**config.mk**
```make
export PLATFORM = sky130hd
export DESIGN_NAME = mrgic_cfg
export DESIGN_NICKNAME = d
export VERILOG_FILES = /design/src/design/mrgic_pkg.sv /design/src/design/mrgic_cfg.sv
export SDC_FILE = /design/constraint.sdc
export NUM_CORES = 1
export LEC_CHECK = 0
export CORE_UTILIZATION = 56
export DETAILED_ROUTE_END_ITERATION = 7
export DONT_BUFFER_PORTS = 1
export GPL_ROUTABILITY_DRIVEN = 0
export PLACE_DENSITY_LB_ADDON = 0.05
export REMOVE_ABC_BUFFERS = 1
export SYNTH_ARGS = -nofsm -noshare
export SYNTH_HDL_FRONTEND = slang
export SYNTH_SLANG_ARGS = --single-unit
```
**constraint.sdc**
```tcl
create_clock -name aclk -period 3.2 [get_ports aclk]
set_input_delay 0 -clock aclk [delete_from_list [all_inputs] [get_ports aclk]]
set_output_delay 0 -clock aclk [all_outputs]
set_load 0.02 [all_outputs]
```
**src/design/mrgic_pkg.sv**
```systemverilog
`timescale 1ns / 1ps
package mrgic_pkg;

    localparam int NUM_AX    = 6;
    localparam int LIN_W     = 48;
    localparam int IDX_W     = 8;
    localparam int SIZE_W    = 9;
    localparam int OP_W      = 3;
    localparam int CHUNK_W   = 8;
    localparam int NUM_CHUNK = LIN_W / CHUNK_W;
    localparam int NUM_STAGE = NUM_AX * NUM_CHUNK;
    localparam int ADDR_W    = 3;
    localparam int MAX_AXIS_SIZE_DEF = 256;

    localparam logic [OP_W-1:0] OP_COMPOSE5       = 3'd0;
    localparam logic [OP_W-1:0] OP_COMPOSE6       = 3'd1;
    localparam logic [OP_W-1:0] OP_CELL_COMPOSE   = 3'd2;
    localparam logic [OP_W-1:0] OP_DECOMPOSE5     = 3'd3;
    localparam logic [OP_W-1:0] OP_DECOMPOSE6     = 3'd4;
    localparam logic [OP_W-1:0] OP_CELL_DECOMPOSE = 3'd5;

    localparam int AX_X    = 0;
    localparam int AX_Y    = 1;
    localparam int AX_PSI  = 2;
    localparam int AX_PHI0 = 3;
    localparam int AX_R    = 4;
    localparam int AX_PHI1 = 5;

    typedef logic [NUM_AX-1:0][SIZE_W-1:0] sizes_t;
    typedef logic [NUM_AX-1:0][IDX_W-1:0]  idx_vec_t;

    typedef struct packed {
        logic [OP_W-1:0]   op;
        logic [LIN_W-1:0]  lin;
        logic [SIZE_W-1:0] rem;
        idx_vec_t          idx_in;
        idx_vec_t          idx_out;
        logic [LIN_W-1:0]  acc;
        logic              cok;
    } beat_t;

    function automatic logic is_compose(input logic [OP_W-1:0] op);
        return (op == OP_COMPOSE5) || (op == OP_COMPOSE6) || (op == OP_CELL_COMPOSE);
    endfunction

    function automatic logic is_decompose(input logic [OP_W-1:0] op);
        return (op == OP_DECOMPOSE5) || (op == OP_DECOMPOSE6) || (op == OP_CELL_DECOMPOSE);
    endfunction

    function automatic logic axis_used(input logic [OP_W-1:0] op, input int ax);
        logic u;
        unique case (op) inside
            OP_COMPOSE5, OP_DECOMPOSE5:         u = (ax <= AX_R);
            OP_COMPOSE6, OP_DECOMPOSE6:         u = 1'b1;
            OP_CELL_COMPOSE, OP_CELL_DECOMPOSE: u = (ax >= AX_PSI) && (ax <= AX_R);
            default:                            u = 1'b0;
        endcase
        return u;
    endfunction

endpackage

```
**src/design/mrgic_cfg.sv**
```systemverilog
`timescale 1ns / 1ps
module mrgic_cfg
    import mrgic_pkg::*;
#(
    parameter int MAX_AXIS_SIZE = MAX_AXIS_SIZE_DEF
) (
    input  logic              aclk,
    input  logic              aresetn,
    input  logic              cfg_wr_en,
    input  logic [ADDR_W-1:0] cfg_index,
    input  logic [SIZE_W-1:0] cfg_wdata,
    output sizes_t            sizes
);

    sizes_t            sizes_reg;
    logic [SIZE_W-1:0] clamp_next;

    always_comb begin
        if (cfg_wdata == '0) begin
            clamp_next = SIZE_W'(1);
        end else if (32'(cfg_wdata) > 32'(MAX_AXIS_SIZE)) begin
            clamp_next = SIZE_W'(MAX_AXIS_SIZE);
        end else begin
            clamp_next = cfg_wdata;
        end
    end

    always_ff @(posedge aclk) begin
        if (!aresetn) begin
            for (int i = 0; i < NUM_AX; i++) sizes_reg[i] <= SIZE_W'(1);
        end else if (cfg_wr_en && (32'(cfg_index) < 32'(NUM_AX))) begin
            sizes_reg[cfg_index] <= clamp_next;
        end
    end

    assign sizes = sizes_reg;

endmodule

```
==> flow_metrics.env <==
export IMPL_hpwl_um=3080
export IMPL_htree_levels=2
export IMPL_synthesis_area_um2=2050
export IMPL_hold_path_class="input pin to register"
export IMPL_synth_compound_area_share_pct=8.07
export IMPL_synthCells=223
export IMPL_vdd_drop_max_uv=330
export IMPL_seq_area_um2=1080
export IMPL_power_density_nw_per_um2=490
export IMPL_cp_start_kind="input pin"
export IMPL_hold_viol=0
export IMPL_tns_ns=0
export IMPL_whs_path_depth=3
export IMPL_crit_slowest_cell="dlygate4sd3_1"
export IMPL_clock_sinks=54
export IMPL_cts_root_buf="clkbuf_4"
export IMPL_yosys_register_bits=54
export IMPL_seq_area_frac_synth_pct=52.8
export IMPL_synthXorXnorAreaFrac_pct=0
export IMPL_dieHeight_um=62.4
export IMPL_clockBufferDepth=2
export IMPL_avgSynthCellArea_um2=9.17
export IMPL_coreArea_um2=3420
export IMPL_layout_commonest_cell="dfxtp_1"
export IMPL_critical_path_buf_inv_count=2
export IMPL_rsz0062_at_grt="false"
export IMPL_clock_skew_ns=0
export IMPL_hold_start="cfg_wdata[1]"
export IMPL_grt_max_degree=56
export IMPL_core_rowCount=21
export IMPL_grt_pass1_vias=1430
export IMPL_power_mw=1.06
export IMPL_numPlacedInstances=253
export IMPL_clk_pin_slew_worst_paths_ns=0.14
export IMPL_grt_use_total_pct=25.3
export IMPL_grt_first_pass_wirelength_um=7470
export IMPL_hold_end="sizes[1]$_SDFFE_PN0P_"
export IMPL_critPathTopFamily="buffers and inverters"
export IMPL_final_cell_mix="dfxtp_1 (54), nand2_1 (48), a21oi_1 (30)"
export IMPL_outcome="finished clean"
export IMPL_cp_required_ns=3.51
export IMPL_cp_slowest_stage_delay_ns=0.80
export IMPL_antenna_found_initial=0
export IMPL_ys_types=20
export IMPL_critPathCaptureType="register"
export IMPL_rr_startpoint="sizes[36]$_SDFFE_PN1P_"
export IMPL_crit_start="cfg_index[2]"
export IMPL_max_cap_violations=0
export IMPL_reg2regPathDepth=2
export IMPL_ios=69
export IMPL_reg2reg_slack_ns=2.37
export IMPL_tightest_slew_ns=0.843
export IMPL_fin_crit_sh_pct=50.3
export IMPL_drtAntennaViolNets=0
export IMPL_synth_adder_area_share_pct=0
export IMPL_maxSlewHeadroom_pct=43.7
export IMPL_die_area_um2=3900
export IMPL_start_util_pct=59.9
export IMPL_antennaDiodeCount=0
export IMPL_final_util_pct=63.2
export IMPL_cts_buffers=5
export IMPL_worst_path_max_fanout=10
export IMPL_fillers=305
export IMPL_syn2layout_area_growth_pct=5.50
export IMPL_path_class="input pin to register"
export IMPL_cts_tree="built"
export IMPL_drt_wl_total_um=4670
export IMPL_multi_input_area_um2=871
export IMPL_final_area_um2=2160
export IMPL_instances_no_fill=268
export IMPL_drive_gt1_share_pct=5.41
export IMPL_max_clock_freq_ghz=0.621
export IMPL_slew_viol_final=0
export IMPL_fin_nets=238
export IMPL_io_buffers=0
export IMPL_period_needed_ns=1.61
export IMPL_path_common_cell="dlygate4sd3_1"
export IMPL_cp_arrival_ns=1.92
export IMPL_num_vias=1549
export IMPL_setup_viol=0
export IMPL_drt_iter0_drc=178
export IMPL_ys_warn_count=0
export IMPL_clk_latency_ns=0.37
export IMPL_placed_cell_area_um2=2020
export IMPL_post_drt_wl_per_cell_um=17.4
export IMPL_largest_reg_flops=54
export IMPL_crit_path_cell_trace="dlygate4sd3_1 -> nor4b_4 -> dlygate4sd3_1 -> nand2_1 -> a21oi_1"
export IMPL_synth_top_family_by_area="simple AND/OR/NAND/NOR gates"
export IMPL_grt_ovfl_total=0
export IMPL_drc_errors=0
export IMPL_leakagePower_nw=0.714
export IMPL_synthMuxAreaShare_pct=11.7
export IMPL_dr_pass1_iters=4
export IMPL_r2r_end="sizes[36]$_SDFFE_PN1P_"
export IMPL_postCtsSetupRepairBufs=0
export IMPL_synth_simple_area_share_pct=22.8
export IMPL_avgViaCountPerCell=5.78
export IMPL_die_x_um=62.4
==> synth_stat cells <==
master	count	share of area, %
nor4b_4	1	1.2
buf_6	1	0.55
nand4b_1	2	0.86
clkbuf_1	6	1.1
mux2i_1	24	12
nand2_1	48	8.8
nor2b_1	7	2.1
a21oi_1	30	7.3
a221oi_2	1	0.73
inv_1	1	0.18
nor4_1	2	0.61
and4b_1	2	0.98
and4bb_2	3	1.8
nor2_1	24	4.4
buf_2	6	1.5
dfxtp_1	54	53
buf_4	3	1.1
nor3_1	6	1.5
or4b_1	1	0.49
inv_2	1	0.18
==> worst register-to-register path, cell delays in order (launching register included) <==
cell and delay, ns:
dfxtp_1 0.41, nor3_1 0.24, a21oi_1 0.06
==> timing repair <==
action,in CTS,in global routing
gates resized for setup,0,0
hold endpoints to repair,50,1
hold buffers,8,1
==> per-stage QoR <==
stage	setup slack, ns	hold slack, ns
2_1_floorplan	2.26	0.136
3_3_place_gp	2.14	0.141
3_5_place_dp	2.07	0.146
4_1_cts	1.61	0.000917
5_1_grt	1.51	0.0184
6_report	1.59	0.00725
==> layout make-up <==
type / instances / area share [%]
multi-input cells: 151 / 40.3
inverters: 2 / 0.348
flip-flops and latches: 54 / 50.1
repair buffers: 9 / 4.17
well taps: 46 / 2.67
clock buffers: 6 / 2.38
==> per-layer routing <==
metal	track usage [%]	part of all wire, %	vias up	wire length [um]
li1	-	-	744	-
met1	33.2	41	731	1900
met2	39.9	48	68	2230
met3	8.58	11	6	491
met4	6.10	0.94	0	44
met5	0	0	-	0
==> power breakdown <==
group | switching, mW | total, mW | internal [mW] | leakage [nW]
Clock | 0.188 | 0.287 | 0.0995 | 0.0302
Combinational | 0.0432 | 0.0684 | 0.0252 | 0.248
Sequential | 0.0201 | 0.703 | 0.683 | 0.436
==> logic make-up (layout without fill, tap and decap cells) <==
| family | count (synthesis) | in the layout |
|---|---|---|
| AND/OR/NAND/NOR | 96 | 96 |
| flip-flops | 54 | 54 |
| AO/OA/AOI/OAI | 31 | 31 |
| multiplexers | 24 | 24 |
| buffers and inverters | 18 | 17 |
==> worst max-delay path by stage <==
stage | to | slack [ns] | cells after the start
final | sizes[8]$_SDFFE_PN0P_ | 1.59 | 5
after global routing | sizes[1]$_SDFFE_PN0P_ | 1.51 | 5
after CTS | sizes[8]$_SDFFE_PN0P_ | 1.61 | 5
after detailed placement | sizes[27]$_SDFFE_PN1P_ | 2.07 | 3
after global placement | sizes[45]$_SDFFE_PN1P_ | 2.14 | 3
after floorplan | sizes[1]$_SDFFE_PN0P_ | 2.26 | 3
(Power assumes the default switching activity.)
