==> src/design/mrgic_pkg.sv <==
`timescale 1ns / 1ps
package mrgic_pkg;

    localparam int NUM_AX    = 6;
    localparam int LIN_W     = 48;
    localparam int IDX_W     = 8;
    localparam int SIZE_W    = 9;
    localparam int OP_W      = 3;
    localparam int CHUNK_W   = 8;
    localparam int NUM_CHUNK = LIN_W / CHUNK_W;
    localparam int NUM_STAGE = NUM_AX * NUM_CHUNK;
    localparam int ADDR_W    = 3;
    localparam int MAX_AXIS_SIZE_DEF = 256;

    localparam logic [OP_W-1:0] OP_COMPOSE5       = 3'd0;
    localparam logic [OP_W-1:0] OP_COMPOSE6       = 3'd1;
    localparam logic [OP_W-1:0] OP_CELL_COMPOSE   = 3'd2;
    localparam logic [OP_W-1:0] OP_DECOMPOSE5     = 3'd3;
    localparam logic [OP_W-1:0] OP_DECOMPOSE6     = 3'd4;
    localparam logic [OP_W-1:0] OP_CELL_DECOMPOSE = 3'd5;

    localparam int AX_X    = 0;
    localparam int AX_Y    = 1;
    localparam int AX_PSI  = 2;
    localparam int AX_PHI0 = 3;
    localparam int AX_R    = 4;
    localparam int AX_PHI1 = 5;

    typedef logic [NUM_AX-1:0][SIZE_W-1:0] sizes_t;
    typedef logic [NUM_AX-1:0][IDX_W-1:0]  idx_vec_t;

    typedef struct packed {
        logic [OP_W-1:0]   op;
        logic [LIN_W-1:0]  lin;
        logic [SIZE_W-1:0] rem;
        idx_vec_t          idx_in;
        idx_vec_t          idx_out;
        logic [LIN_W-1:0]  acc;
        logic              cok;
    } beat_t;

    function automatic logic is_compose(input logic [OP_W-1:0] op);
        return (op == OP_COMPOSE5) || (op == OP_COMPOSE6) || (op == OP_CELL_COMPOSE);
    endfunction

    function automatic logic is_decompose(input logic [OP_W-1:0] op);
        return (op == OP_DECOMPOSE5) || (op == OP_DECOMPOSE6) || (op == OP_CELL_DECOMPOSE);
    endfunction

    function automatic logic axis_used(input logic [OP_W-1:0] op, input int ax);
        logic u;
        unique case (op) inside
            OP_COMPOSE5, OP_DECOMPOSE5:         u = (ax <= AX_R);
            OP_COMPOSE6, OP_DECOMPOSE6:         u = 1'b1;
            OP_CELL_COMPOSE, OP_CELL_DECOMPOSE: u = (ax >= AX_PSI) && (ax <= AX_R);
            default:                            u = 1'b0;
        endcase
        return u;
    endfunction

endpackage

==> src/design/mrgic_stage.sv <==
`timescale 1ns / 1ps
module mrgic_stage
    import mrgic_pkg::*;
#(
    parameter int STAGE = 0
) (
    input  logic   aclk,
    input  logic   aresetn,
    input  sizes_t sizes,
    input  logic   in_valid,
    output logic   in_ready,
    input  beat_t  in_beat,
    output logic   out_valid,
    input  logic   out_ready,
    output beat_t  out_beat
);

    localparam int SLOT  = STAGE / NUM_CHUNK;
    localparam int CHUNK = STAGE % NUM_CHUNK;
    localparam int DAX   = NUM_AX - 1 - SLOT;
    localparam int CAX   = SLOT;
    localparam int TOP   = LIN_W - 1 - CHUNK * CHUNK_W;
    localparam int PW    = LIN_W + SIZE_W;

    logic              valid_reg;
    beat_t             beat_reg;
    beat_t             beat_next;

    always_comb begin
        logic [SIZE_W-1:0] d;
        logic [SIZE_W-1:0] r;
        logic [SIZE_W:0]   t;
        logic [SIZE_W-1:0] cs;
        logic [PW-1:0]     prod;
        beat_next = in_beat;
        d = (is_decompose(in_beat.op) && axis_used(in_beat.op, DAX)) ?
            sizes[DAX] : SIZE_W'(1);
        r = (CHUNK == 0) ? '0 : in_beat.rem;
        for (int i = 0; i < CHUNK_W; i++) begin
            t = {r, in_beat.lin[TOP - i]};
            if (t >= {1'b0, d}) begin
                t = t - {1'b0, d};
                beat_next.lin[TOP - i] = 1'b1;
            end else begin
                beat_next.lin[TOP - i] = 1'b0;
            end
            r = t[SIZE_W-1:0];
        end
        beat_next.rem = r;
        if (CHUNK == NUM_CHUNK - 1) beat_next.idx_out[DAX] = r[IDX_W-1:0];

        cs = sizes[CAX];
        prod = PW'(in_beat.acc) * PW'(cs) + PW'(in_beat.idx_in[CAX]);
        if ((CHUNK == 0) && is_compose(in_beat.op) && axis_used(in_beat.op, CAX)) begin
            if ((SIZE_W'(in_beat.idx_in[CAX]) >= cs) || (prod[PW-1:LIN_W] != '0)) begin
                beat_next.cok = 1'b0;
            end
            beat_next.acc = prod[LIN_W-1:0];
        end
    end

    assign in_ready = !valid_reg || out_ready;

    always_ff @(posedge aclk) begin
        if (!aresetn) begin
            valid_reg <= 1'b0;
        end else if (in_ready) begin
            valid_reg <= in_valid;
        end
    end

    always_ff @(posedge aclk) begin
        if (in_ready && in_valid) beat_reg <= beat_next;
    end

    assign out_valid = valid_reg;
    assign out_beat  = beat_reg;

endmodule

==> config.mk <==
export PLATFORM = sky130hd
export DESIGN_NAME = mrgic_stage
export DESIGN_NICKNAME = d
export VERILOG_FILES = /design/src/design/mrgic_pkg.sv /design/src/design/mrgic_stage.sv
export SDC_FILE = /design/constraint.sdc
export NUM_CORES = 1
export LEC_CHECK = 0
export BUFFER_PORTS_ARGS = -buffer_cell sky130_fd_sc_hd__clkbuf_2
export CORE_ASPECT_RATIO = 0.5
export CORE_MARGIN = 1.5
export CORE_UTILIZATION = 55
export CTS_CLUSTER_SIZE = 20
export DETAILED_ROUTE_END_ITERATION = 10
export PLACE_DENSITY = 0.79
export SLEW_MARGIN = 5
export SYNTH_ARGS = -nofsm -noshare
export SYNTH_HDL_FRONTEND = slang
export SYNTH_SLANG_ARGS = --single-unit
==> constraint.sdc <==
create_clock -name aclk -period 19.3 [get_ports aclk]
set_input_delay 0.965 -clock aclk [delete_from_list [all_inputs] [get_ports aclk]]
set_output_delay 0.965 -clock aclk [all_outputs]
set_load 0.02 [all_outputs]
==> run_summary.xml, run 1 <==
<?xml version="1.0" encoding="UTF-8"?>
<metrics>
  <group name="timing">
    <metric name="post-route-min-period" unit="ns">17.68</metric>
    <metric name="slew_headroom" unit="">0.327</metric>
    <metric name="timing_max_transition_violations_final" unit="">0</metric>
    <metric name="fin_tns_setup" unit="ns">0</metric>
    <metric name="hold_viol_final" unit="">0</metric>
    <metric name="rsz0062_at_grt" unit="">false</metric>
    <metric name="clock-skew-final" unit="ns">0.0199</metric>
    <metric name="max_slew.worst_pin.slew" unit="ns">1.01</metric>
    <metric name="fmaxAchievable" unit="MHz">56.6</metric>
    <metric name="final_min_period_over_clock_period" unit="">0.916</metric>
    <metric name="final_report_setup_violation_count" unit="">0</metric>
  </group>
  <group name="die">
    <metric name="design.core.area" unit="um2">43800</metric>
    <metric name="area_of_the_die" unit="um2">45900</metric>
    <metric name="core.rowCount" unit="">54</metric>
    <metric name="start_util" unit="">0.560</metric>
    <metric name="die_height" unit="um">152</metric>
    <metric name="io-pin-count" unit="">470</metric>
    <metric name="fp.dieW" unit="um">302</metric>
  </group>
  <group name="critical_path">
    <metric name="worst_path_dominant_cell_family" unit="">compound AO/OA/AOI/OAI gates</metric>
    <metric name="worst-path-buf-inv" unit="">7</metric>
    <metric name="worstSetupStartpointType" unit="">primary input</metric>
    <metric name="critical_path_class" unit="">primary input to register</metric>
    <metric name="worst-endpoint-required" unit="ns">19.57</metric>
    <metric name="regToRegStartpoint" unit="">out_valid$_SDFFE_PN0N_</metric>
    <metric name="worst_r2r_endpoint" unit="">out_beat[100]$_DFFE_PP_</metric>
    <metric name="regToRegSetupSlack" unit="ns">16.92</metric>
    <metric name="rr_worst_depth" unit="">3</metric>
    <metric name="worstSetupEndpointType" unit="">register</metric>
    <metric name="timing.critical_path.fanout_max" unit="">16</metric>
    <metric name="cpMaxStageDelayCell" unit="">or2_1</metric>
    <metric name="critical_path_cell_count" unit="">76</metric>
    <metric name="crit_arrival" unit="ns">17.95</metric>
    <metric name="timing.critical_path.slowest_cell_delay" unit="ns">0.46</metric>
  </group>
  <group name="worst_hold_path">
    <metric name="worst_hold_path_type" unit="">primary input to register</metric>
    <metric name="hold_path_depth" unit="">1</metric>
    <metric name="min_from" unit="">in_beat[109]</metric>
    <metric name="holdPathEnd" unit="">out_beat[109]$_DFFE_PP_</metric>
  </group>
  <group name="synthesis">
    <metric name="yosysMostFrequentCell" unit="">inv_1</metric>
    <metric name="yosys-top-cells-count" unit="">363 x inv_1, 358 x nand2_1, 334 x fa_1, 205 x edfxtp_1, 205 x ha_1</metric>
    <metric name="synth.top_cells.by_area" unit="">fa_1 27%, edfxtp_1 25%, ha_1 10%</metric>
    <metric name="edff_count_synth" unit="">205</metric>
    <metric name="mappedNetlistNets" unit="">3274</metric>
    <metric name="synth_cells" unit="">2472</metric>
    <metric name="synthDominantCellAreaShare" unit="">0.273</metric>
    <metric name="synth.distinct_cells" unit="">79</metric>
    <metric name="yosysWarningCount" unit="">0</metric>
    <metric name="yosysSeqAreaShare" unit="">0.252</metric>
    <metric name="netlist_area" unit="um2">24500</metric>
    <metric name="post_synth.cell_area_avg" unit="um2">9.92</metric>
    <metric name="netlist.top_cell.by_area" unit="">fa_1</metric>
    <metric name="synth_top_flop_cell" unit="">edfxtp_1</metric>
    <metric name="synth_async_sr_flop_share" unit="">0</metric>
    <metric name="ff_latch_count_synth" unit="">206</metric>
  </group>
  <group name="global_routing">
    <metric name="initial_antenna_violation_count" unit="">6</metric>
    <metric name="largest_net_degree_at_the_start_of_global_routing" unit="">144</metric>
    <metric name="grt_first_pass_wirelength" unit="um">106000</metric>
    <metric name="grt_pass1_vias" unit="">19800</metric>
    <metric name="groute.usage.overall" unit="">0.293</metric>
    <metric name="global_route.overflow_total" unit="">0</metric>
  </group>
  <group name="route">
    <metric name="via_count" unit="">19000</metric>
    <metric name="first_pass_iters" unit="">5</metric>
    <metric name="drt_first_iter_violations" unit="">1443</metric>
    <metric name="route.detailed.drc" unit="">0</metric>
    <metric name="ant_nets" unit="">0</metric>
    <metric name="detail_route.vias_per_cell" unit="">5.57</metric>
    <metric name="detail_route.wirelength" unit="um">66200</metric>
    <metric name="detail_route.wl_per_cell" unit="um">19.4</metric>
  </group>
  <group name="finish">
    <metric name="final_core_utilization" unit="">0.633</metric>
    <metric name="signed_area_change_from_the_synthesized_netlist_to_the_final_layout" unit="%">13.1</metric>
    <metric name="final_layout_size_suffix_gt1_frac" unit="">0.188</metric>
    <metric name="final_nets" unit="">3608</metric>
  </group>
  <group name="clocking">
    <metric name="clk_root_buffer_cell" unit="">clkbuf_16</metric>
    <metric name="inserted_clock_buffers" unit="">22</metric>
    <metric name="cts.htree.levels" unit="">1</metric>
    <metric name="clock_path_buffers" unit="">3</metric>
    <metric name="sink_count" unit="">206</metric>
    <metric name="clkLatencyLatePin" unit="ns">0.54</metric>
    <metric name="tritoncts" unit="">built</metric>
    <metric name="cts_hold_bufs" unit="">0</metric>
    <metric name="reg_clk_slew_reported_paths" unit="ns">0.07</metric>
  </group>
  <group name="run_status">
    <metric name="outcome" unit="">finished clean</metric>
  </group>
  <group name="placed_design">
    <metric name="globalplace.congestion" unit="">0.885</metric>
    <metric name="io_buffer_count" unit="">424</metric>
    <metric name="detailedPlacementHpwl" unit="um">51600</metric>
  </group>
  <group name="job">
    <metric name="maxCapViolCount" unit="">0</metric>
  </group>
</metrics>
kinds of logic after synthesis:
family / share of synthesized area
AOI/OAI and AO/OA: 0.100
xor gates and xnor gates: 0.0336
adders and majority gates: 0.377
buffers and inverters: 0.0765
DFF: 0.252
muxes: 0.0207
and+or+nand+nor: 0.140
layout make-up:
type,count,area [um2]
sequential,206,6180
fill,3625,16100
tap,588,736
clock inverter,16,140
timing repair buffer,438,2240
multi-input combinational,1772,16500
clock buffer,24,558
inverter,366,1380
antenna,4,10.0
metal layers:
| metal | share of wire | wire, um | vias up | GRT usage |
|---|---|---|---|---|
| met5 | 0 | 0 | - | 0 |
| met4 | 0.028 | 1840 | 0 | 0.0900 |
| met3 | 0.073 | 4840 | 121 | 0.0480 |
| met2 | 0.50 | 33400 | 744 | 0.510 |
| met1 | 0.39 | 26100 | 9414 | 0.375 |
| li1 | - | - | 8738 | - |
worst max path at each step:
stage                      start                      end
finish              in_beat[203]  out_beat[153]$_DFFE_PP_
global route        in_beat[203]  out_beat[153]$_DFFE_PP_
CTS                 in_beat[203]  out_beat[153]$_DFFE_PP_
detailed placement  in_beat[203]  out_beat[153]$_DFFE_PP_
global placement    in_beat[203]  out_beat[153]$_DFFE_PP_
floorplan           in_beat[203]  out_beat[153]$_DFFE_PP_
layout by cell type, fill, tap and decap left out, types with 29 or more instances in the layout:
cell      count
inv_1       363
a21o_1       78
clkbuf_2    424
nand2_1     357
a21oi_1     108
and2_1      184
mux2_2       29
xnor2_1      56
xor2_1       38
edfxtp_1    205
fa_1        334
o21ai_0      95
nor2_1       49
ha_1        205
worst register-to-register path, delay by kind of cell (launching register included):
kind | cells | cell delay [ns]
flip-flops | 1 | 0.32
buffers and inverters | 1 | 0.59
AND/OR/NAND/NOR | 2 | 0.89
sequential cells by signal, summed over array words and instances (netlist names):
| signal | count |
|---|---|
| out_valid | 1 |
| out_beat | 205 |
repair_timing:
action                                  4_1_cts  5_1_grt
gates resized for setup                       0        4
endpoints found under the setup margin        0       10
setup buffers                                 0        0
metrics by stage:
step	instance area [um2]	setup slack, ns	std cells	hold WS, ns
floorplan	24500	3.05	2472	0.750
finish	27700	1.62	3414	0.595
global placement	27000	1.17	3370	0.601
detailed placement	27000	0.715	3370	0.617
global route	27700	0.131	3414	0.570
CTS	27700	1.29	3410	0.568
Power of run 1 is left out: the tool's default activity adds up to more than one toggle a clock period on the data nets, which glitch-free logic cannot reach.
==> run 2: changes to the inputs <==
--- a/config.mk
+++ b/config.mk
@@ -5,7 +5,7 @@
 export SDC_FILE = /design/constraint.sdc
 export NUM_CORES = 1
 export LEC_CHECK = 0
-export BUFFER_PORTS_ARGS = -buffer_cell sky130_fd_sc_hd__clkbuf_2
+export BUFFER_PORTS_ARGS = -buffer_cell sky130_fd_sc_hd__buf_2
 export CORE_ASPECT_RATIO = 0.5
 export CORE_MARGIN = 1.5
 export CORE_UTILIZATION = 55
==> run_summary.xml, run 2 (synthesized netlist as in run 1, its figures left out) <==
<?xml version="1.0" encoding="UTF-8"?>
<metrics>
  <group name="timing">
    <metric name="clock-skew-final" unit="ns">0.0273</metric>
    <metric name="rsz0062_at_grt" unit="">false</metric>
    <metric name="fmaxAchievable" unit="MHz">56.1</metric>
    <metric name="final_min_period_over_clock_period" unit="">0.923</metric>
    <metric name="fin_tns_setup" unit="ns">0</metric>
    <metric name="post-route-min-period" unit="ns">17.82</metric>
    <metric name="max_slew.worst_pin.slew" unit="ns">1.08</metric>
    <metric name="slew_headroom" unit="">0.277</metric>
    <metric name="timing_max_transition_violations_final" unit="">0</metric>
    <metric name="final_report_setup_violation_count" unit="">0</metric>
    <metric name="hold_viol_final" unit="">0</metric>
  </group>
  <group name="finish">
    <metric name="sequential_cell_area" unit="um2">6180</metric>
    <metric name="final_layout_size_suffix_gt1_frac" unit="">0.187</metric>
    <metric name="finish.instance_area" unit="um2">27700</metric>
    <metric name="final_nets" unit="">3607</metric>
    <metric name="signed_area_change_from_the_synthesized_netlist_to_the_final_layout" unit="%">13.0</metric>
    <metric name="area_used_by_multi_input_combinational_logic" unit="um2">16500</metric>
    <metric name="final_common_cell" unit="">buf_2</metric>
    <metric name="fillCellCount" unit="">3617</metric>
    <metric name="final_cell_mix" unit="">424 x buf_2, 363 x inv_1, 358 x nand2_1, 334 x fa_1</metric>
    <metric name="largest_reg_flops" unit="">205</metric>
  </group>
  <group name="clocking">
    <metric name="reg_clk_slew_reported_paths" unit="ns">0.07</metric>
    <metric name="cts.htree.levels" unit="">1</metric>
    <metric name="clk_root_buffer_cell" unit="">clkbuf_16</metric>
    <metric name="sink_count" unit="">206</metric>
    <metric name="tritoncts" unit="">built</metric>
    <metric name="cts_hold_bufs" unit="">0</metric>
    <metric name="inserted_clock_buffers" unit="">23</metric>
    <metric name="clock_path_buffers" unit="">3</metric>
    <metric name="clkLatencyLatePin" unit="ns">0.55</metric>
  </group>
  <group name="die">
    <metric name="core.rowCount" unit="">54</metric>
    <metric name="area_of_the_die" unit="um2">45900</metric>
    <metric name="io-pin-count" unit="">470</metric>
    <metric name="start_util" unit="">0.560</metric>
    <metric name="fp.dieW" unit="um">302</metric>
    <metric name="die_height" unit="um">152</metric>
    <metric name="design.core.area" unit="um2">43800</metric>
  </group>
  <group name="route">
    <metric name="drt_first_iter_violations" unit="">1326</metric>
    <metric name="via_count" unit="">19000</metric>
    <metric name="detail_route.wirelength" unit="um">65700</metric>
    <metric name="ant_nets" unit="">0</metric>
    <metric name="detail_route.vias_per_cell" unit="">5.55</metric>
    <metric name="detail_route.wl_per_cell" unit="um">19.2</metric>
    <metric name="route.detailed.drc" unit="">0</metric>
    <metric name="first_pass_iters" unit="">5</metric>
  </group>
  <group name="global_routing">
    <metric name="global_route.overflow_total" unit="">0</metric>
    <metric name="groute.usage.overall" unit="">0.289</metric>
    <metric name="initial_antenna_violation_count" unit="">11</metric>
    <metric name="largest_net_degree_at_the_start_of_global_routing" unit="">93</metric>
    <metric name="grt_pass1_vias" unit="">19700</metric>
    <metric name="grt_first_pass_wirelength" unit="um">104000</metric>
  </group>
  <group name="placed_design">
    <metric name="io_buffer_count" unit="">424</metric>
    <metric name="detailedPlacementHpwl" unit="um">50900</metric>
    <metric name="globalplace.congestion" unit="">0.904</metric>
    <metric name="placed_cell_area" unit="um2">27000</metric>
  </group>
  <group name="critical_path">
    <metric name="crit_arrival" unit="ns">18.12</metric>
    <metric name="cpMaxStageDelayCell" unit="">or2_1</metric>
    <metric name="timing.critical_path.fanout_max" unit="">16</metric>
    <metric name="worstSetupStartpointType" unit="">primary input</metric>
    <metric name="regToRegSetupSlack" unit="ns">16.74</metric>
    <metric name="critical_path_class" unit="">primary input to register</metric>
    <metric name="worst-endpoint-required" unit="ns">19.59</metric>
    <metric name="timing.critical_path.slowest_cell_delay" unit="ns">0.46</metric>
    <metric name="worstSetupEndpointType" unit="">register</metric>
  </group>
  <group name="worst_hold_path">
    <metric name="worst_hold_path_type" unit="">primary input to register</metric>
  </group>
  <group name="job">
    <metric name="maxCapViolCount" unit="">0</metric>
  </group>
  <group name="run_status">
    <metric name="outcome" unit="">finished clean</metric>
  </group>
</metrics>
-- run 2: path summary, 6_finish.rpt --
path / from / to / cells after the start
max reg2reg: out_valid$_SDFFE_PN0N_ / out_beat[79]$_DFFE_PP_ / 3
max: in_beat[203] / out_beat[153]$_DFFE_PP_ / 73
min reg2reg: out_valid$_SDFFE_PN0N_ / out_valid$_SDFFE_PN0N_ / 2
min: in_beat[180] / out_beat[180]$_DFFE_PP_ / 1
-- run 2: area by class of cell --
| type | instances | area share |
|---|---|---|
| Clock inverter | 14 | 0.00389 |
| Clock buffer | 28 | 0.0215 |
| Timing Repair Buffer | 436 | 0.0799 |
| Tap cell | 588 | 0.0266 |
| Sequential cell | 206 | 0.223 |
| Multi-Input combinational cell | 1772 | 0.595 |
| Inverter | 366 | 0.0497 |
| Antenna cell | 7 | 0.000633 |
-- run 2: worst max-delay path: cells and delay by family --
kind                     cells  cell delay, ns
multiplexers                 8            2.35
AND/OR/NAND/NOR             15            3.58
buffers and inverters        7            1.01
AO/OA/AOI/OAI               34            7.20
adder cells (fa/ha/maj)      9            2.96
-- run 2: metrics by stage --
stage / worst slack, ns / std cells / utilization / hold WS, ns
after floorplan: 3.05 / 2472 / - / 0.750
after global placement: 1.38 / 3368 / 0.616 / 0.608
after detailed placement: 0.989 / 3368 / 0.616 / 0.606
after CTS: 1.52 / 3410 / 0.632 / 0.565
after global routing: 0.0194 / 3415 / 0.632 / 0.572
final: 1.48 / 3417 / 0.632 / 0.583
-- run 2: metal layers --
layer  global-route usage  routed length, um  up-vias  share of wire
li1                     -                  -     8726              -
met1                0.362              25500     9356           0.39
met2                0.501              32800      744           0.50
met3               0.0522               5050      147          0.077
met4                0.106               2290        2          0.035
met5                    0                 13        -        0.00020
-- run 2: what timing repair did --
| action | 4_1_cts | 5_1_grt |
|---|---|---|
| setup buffers | 0 | 0 |
| hold endpoints to repair | 0 | 0 |
| setup endpoints to repair | 0 | 7 |
| resized for setup | 0 | 1 |
Power of run 2 is left out for the same reason.
==> run 3: changes to the inputs <==
==> constraint.sdc (replaced) <==
create_clock -name aclk -period 21.9 [get_ports aclk]
set_input_delay 1.095 -clock aclk [delete_from_list [all_inputs] [get_ports aclk]]
set_output_delay 1.095 -clock aclk [all_outputs]
set_load 0.02 [all_outputs]
==> run_summary.xml, run 3 (synthesized netlist as in run 1, its figures left out) <==
<?xml version="1.0" encoding="UTF-8"?>
<metrics>
  <group name="die">
    <metric name="core.rowCount" unit="">54</metric>
    <metric name="area_of_the_die" unit="um2">45900</metric>
    <metric name="fp.dieW" unit="um">302</metric>
    <metric name="io-pin-count" unit="">470</metric>
    <metric name="start_util" unit="">0.560</metric>
    <metric name="design.core.area" unit="um2">43800</metric>
    <metric name="die_height" unit="um">152</metric>
  </group>
  <group name="finish">
    <metric name="signed_area_change_from_the_synthesized_netlist_to_the_final_layout" unit="%">12.8</metric>
    <metric name="largest_reg_flops" unit="">205</metric>
    <metric name="final_common_cell" unit="">buf_2</metric>
    <metric name="final_cell_mix" unit="">424 x buf_2, 363 x inv_1, 358 x nand2_1, 334 x fa_1</metric>
    <metric name="final_layout_size_suffix_gt1_frac" unit="">0.188</metric>
    <metric name="final_nets" unit="">3605</metric>
    <metric name="finish.instance_area" unit="um2">27700</metric>
  </group>
  <group name="global_routing">
    <metric name="grt_pass1_vias" unit="">19400</metric>
    <metric name="global_route.overflow_total" unit="">0</metric>
    <metric name="largest_net_degree_at_the_start_of_global_routing" unit="">93</metric>
    <metric name="grt_first_pass_wirelength" unit="um">104000</metric>
    <metric name="initial_antenna_violation_count" unit="">11</metric>
    <metric name="groute.usage.overall" unit="">0.286</metric>
  </group>
  <group name="timing">
    <metric name="hold_viol_final" unit="">0</metric>
    <metric name="worst_setup_margin" unit="ns">3.41</metric>
    <metric name="fmaxAchievable" unit="MHz">54.1</metric>
    <metric name="final_report_setup_violation_count" unit="">0</metric>
    <metric name="timing_max_transition_violations_final" unit="">0</metric>
    <metric name="max_slew.worst_pin.slew" unit="ns">1.04</metric>
    <metric name="final_min_period_over_clock_period" unit="">0.844</metric>
    <metric name="fin_tns_setup" unit="ns">0</metric>
    <metric name="post-route-min-period" unit="ns">18.49</metric>
    <metric name="clock-skew-final" unit="ns">0.0170</metric>
    <metric name="final.hold.worst_slack" unit="ns">0.664</metric>
    <metric name="rsz0062_at_grt" unit="">false</metric>
    <metric name="slew_headroom" unit="">0.310</metric>
  </group>
  <group name="critical_path">
    <metric name="timing.critical_path.slowest_cell_delay" unit="ns">0.63</metric>
    <metric name="critical_path_class" unit="">primary input to register</metric>
    <metric name="worst-endpoint-required" unit="ns">22.18</metric>
    <metric name="crit_arrival" unit="ns">18.77</metric>
    <metric name="regToRegSetupSlack" unit="ns">18.51</metric>
    <metric name="worstSetupEndpointType" unit="">register</metric>
    <metric name="worstSetupStartpointType" unit="">primary input</metric>
    <metric name="cpMaxStageDelayCell" unit="">nor3b_2</metric>
    <metric name="timing.critical_path.fanout_max" unit="">16</metric>
  </group>
  <group name="clocking">
    <metric name="post_cts.repair.setup_buffers" unit="">0</metric>
    <metric name="inserted_clock_buffers" unit="">22</metric>
    <metric name="sink_count" unit="">206</metric>
    <metric name="clock_path_buffers" unit="">3</metric>
    <metric name="reg_clk_slew_reported_paths" unit="ns">0.07</metric>
    <metric name="tritoncts" unit="">built</metric>
    <metric name="clk_root_buffer_cell" unit="">clkbuf_16</metric>
    <metric name="cts_resized" unit="">0</metric>
    <metric name="cts.htree.levels" unit="">1</metric>
    <metric name="clkLatencyLatePin" unit="ns">0.54</metric>
    <metric name="cts_hold_bufs" unit="">0</metric>
  </group>
  <group name="route">
    <metric name="detail_route.wl_per_cell" unit="um">19.1</metric>
    <metric name="detail_route.vias_per_cell" unit="">5.55</metric>
    <metric name="drt_first_iter_violations" unit="">1367</metric>
    <metric name="ant_nets" unit="">0</metric>
    <metric name="detail_route.wirelength" unit="um">65300</metric>
    <metric name="first_pass_iters" unit="">6</metric>
    <metric name="via_count" unit="">18900</metric>
    <metric name="route.detailed.drc" unit="">0</metric>
  </group>
  <group name="run_status">
    <metric name="outcome" unit="">finished clean</metric>
  </group>
  <group name="worst_hold_path">
    <metric name="worst_hold_path_type" unit="">register to register</metric>
  </group>
  <group name="placed_design">
    <metric name="globalplace.congestion" unit="">0.904</metric>
    <metric name="detailedPlacementHpwl" unit="um">50700</metric>
    <metric name="pre_cts_ws" unit="ns">2.53</metric>
    <metric name="placed_cell_area" unit="um2">27000</metric>
    <metric name="io_buffer_count" unit="">424</metric>
  </group>
  <group name="job">
    <metric name="maxCapViolCount" unit="">0</metric>
  </group>
</metrics>
[run 3: cell count changes in the layout (fill, tap and decap cells not counted), sizes merged]
| cell | change |
|---|---|
| buf | -1 |
| clkinvlp | -1 |
| inv | +1 |
| clkinv | +4 |
| diode | -2 |
| clkbuf | -6 |
[run 3: worst paths after layout]
path                     startpoint                 endpoint  depth (start not counted)
min reg2reg  out_valid$_SDFFE_PN0N_   out_valid$_SDFFE_PN0N_                          2
min          out_valid$_SDFFE_PN0N_   out_valid$_SDFFE_PN0N_                          2
max reg2reg  out_valid$_SDFFE_PN0N_  out_beat[184]$_DFFE_PP_                          4
max                    in_beat[203]  out_beat[153]$_DFFE_PP_                         74
[run 3: layout make-up]
cell class | instances | area [um2]
multi-input combinational | 1772 | 16500
antenna | 5 | 12.5
timing repair buffer | 435 | 2200
inverter | 366 | 1380
clock buffer | 22 | 551
fill | 3559 | 16100
tap | 588 | 736
clock inverter | 18 | 131
sequential | 206 | 6180
[run 3: worst max-delay path, delay by kind of cell]
family | cells | cell delay, ns
buffers and inverters | 6 | 0.95
multiplexers | 6 | 1.93
AND/OR/NAND/NOR | 19 | 4.82
adder cells (fa/ha/maj) | 9 | 3.20
AO/OA/AOI/OAI | 34 | 6.71
[run 3: through the flow]
step           cells  utilization
2_1_floorplan   2472            -
3_3_place_gp    3367        0.616
4_1_cts         3407        0.631
6_report        3412        0.632
3_5_place_dp    3367        0.616
5_1_grt         3412        0.632
[run 3: layer usage]
metal  vias up  GRT usage  wire, um
met3       122     0.0381      4530
met4         0     0.0852      1940
met1      9336      0.367     25900
met5         -          0         0
met2       744      0.506     32900
li1       8721          -         -
Power of run 3 is left out for the same reason.
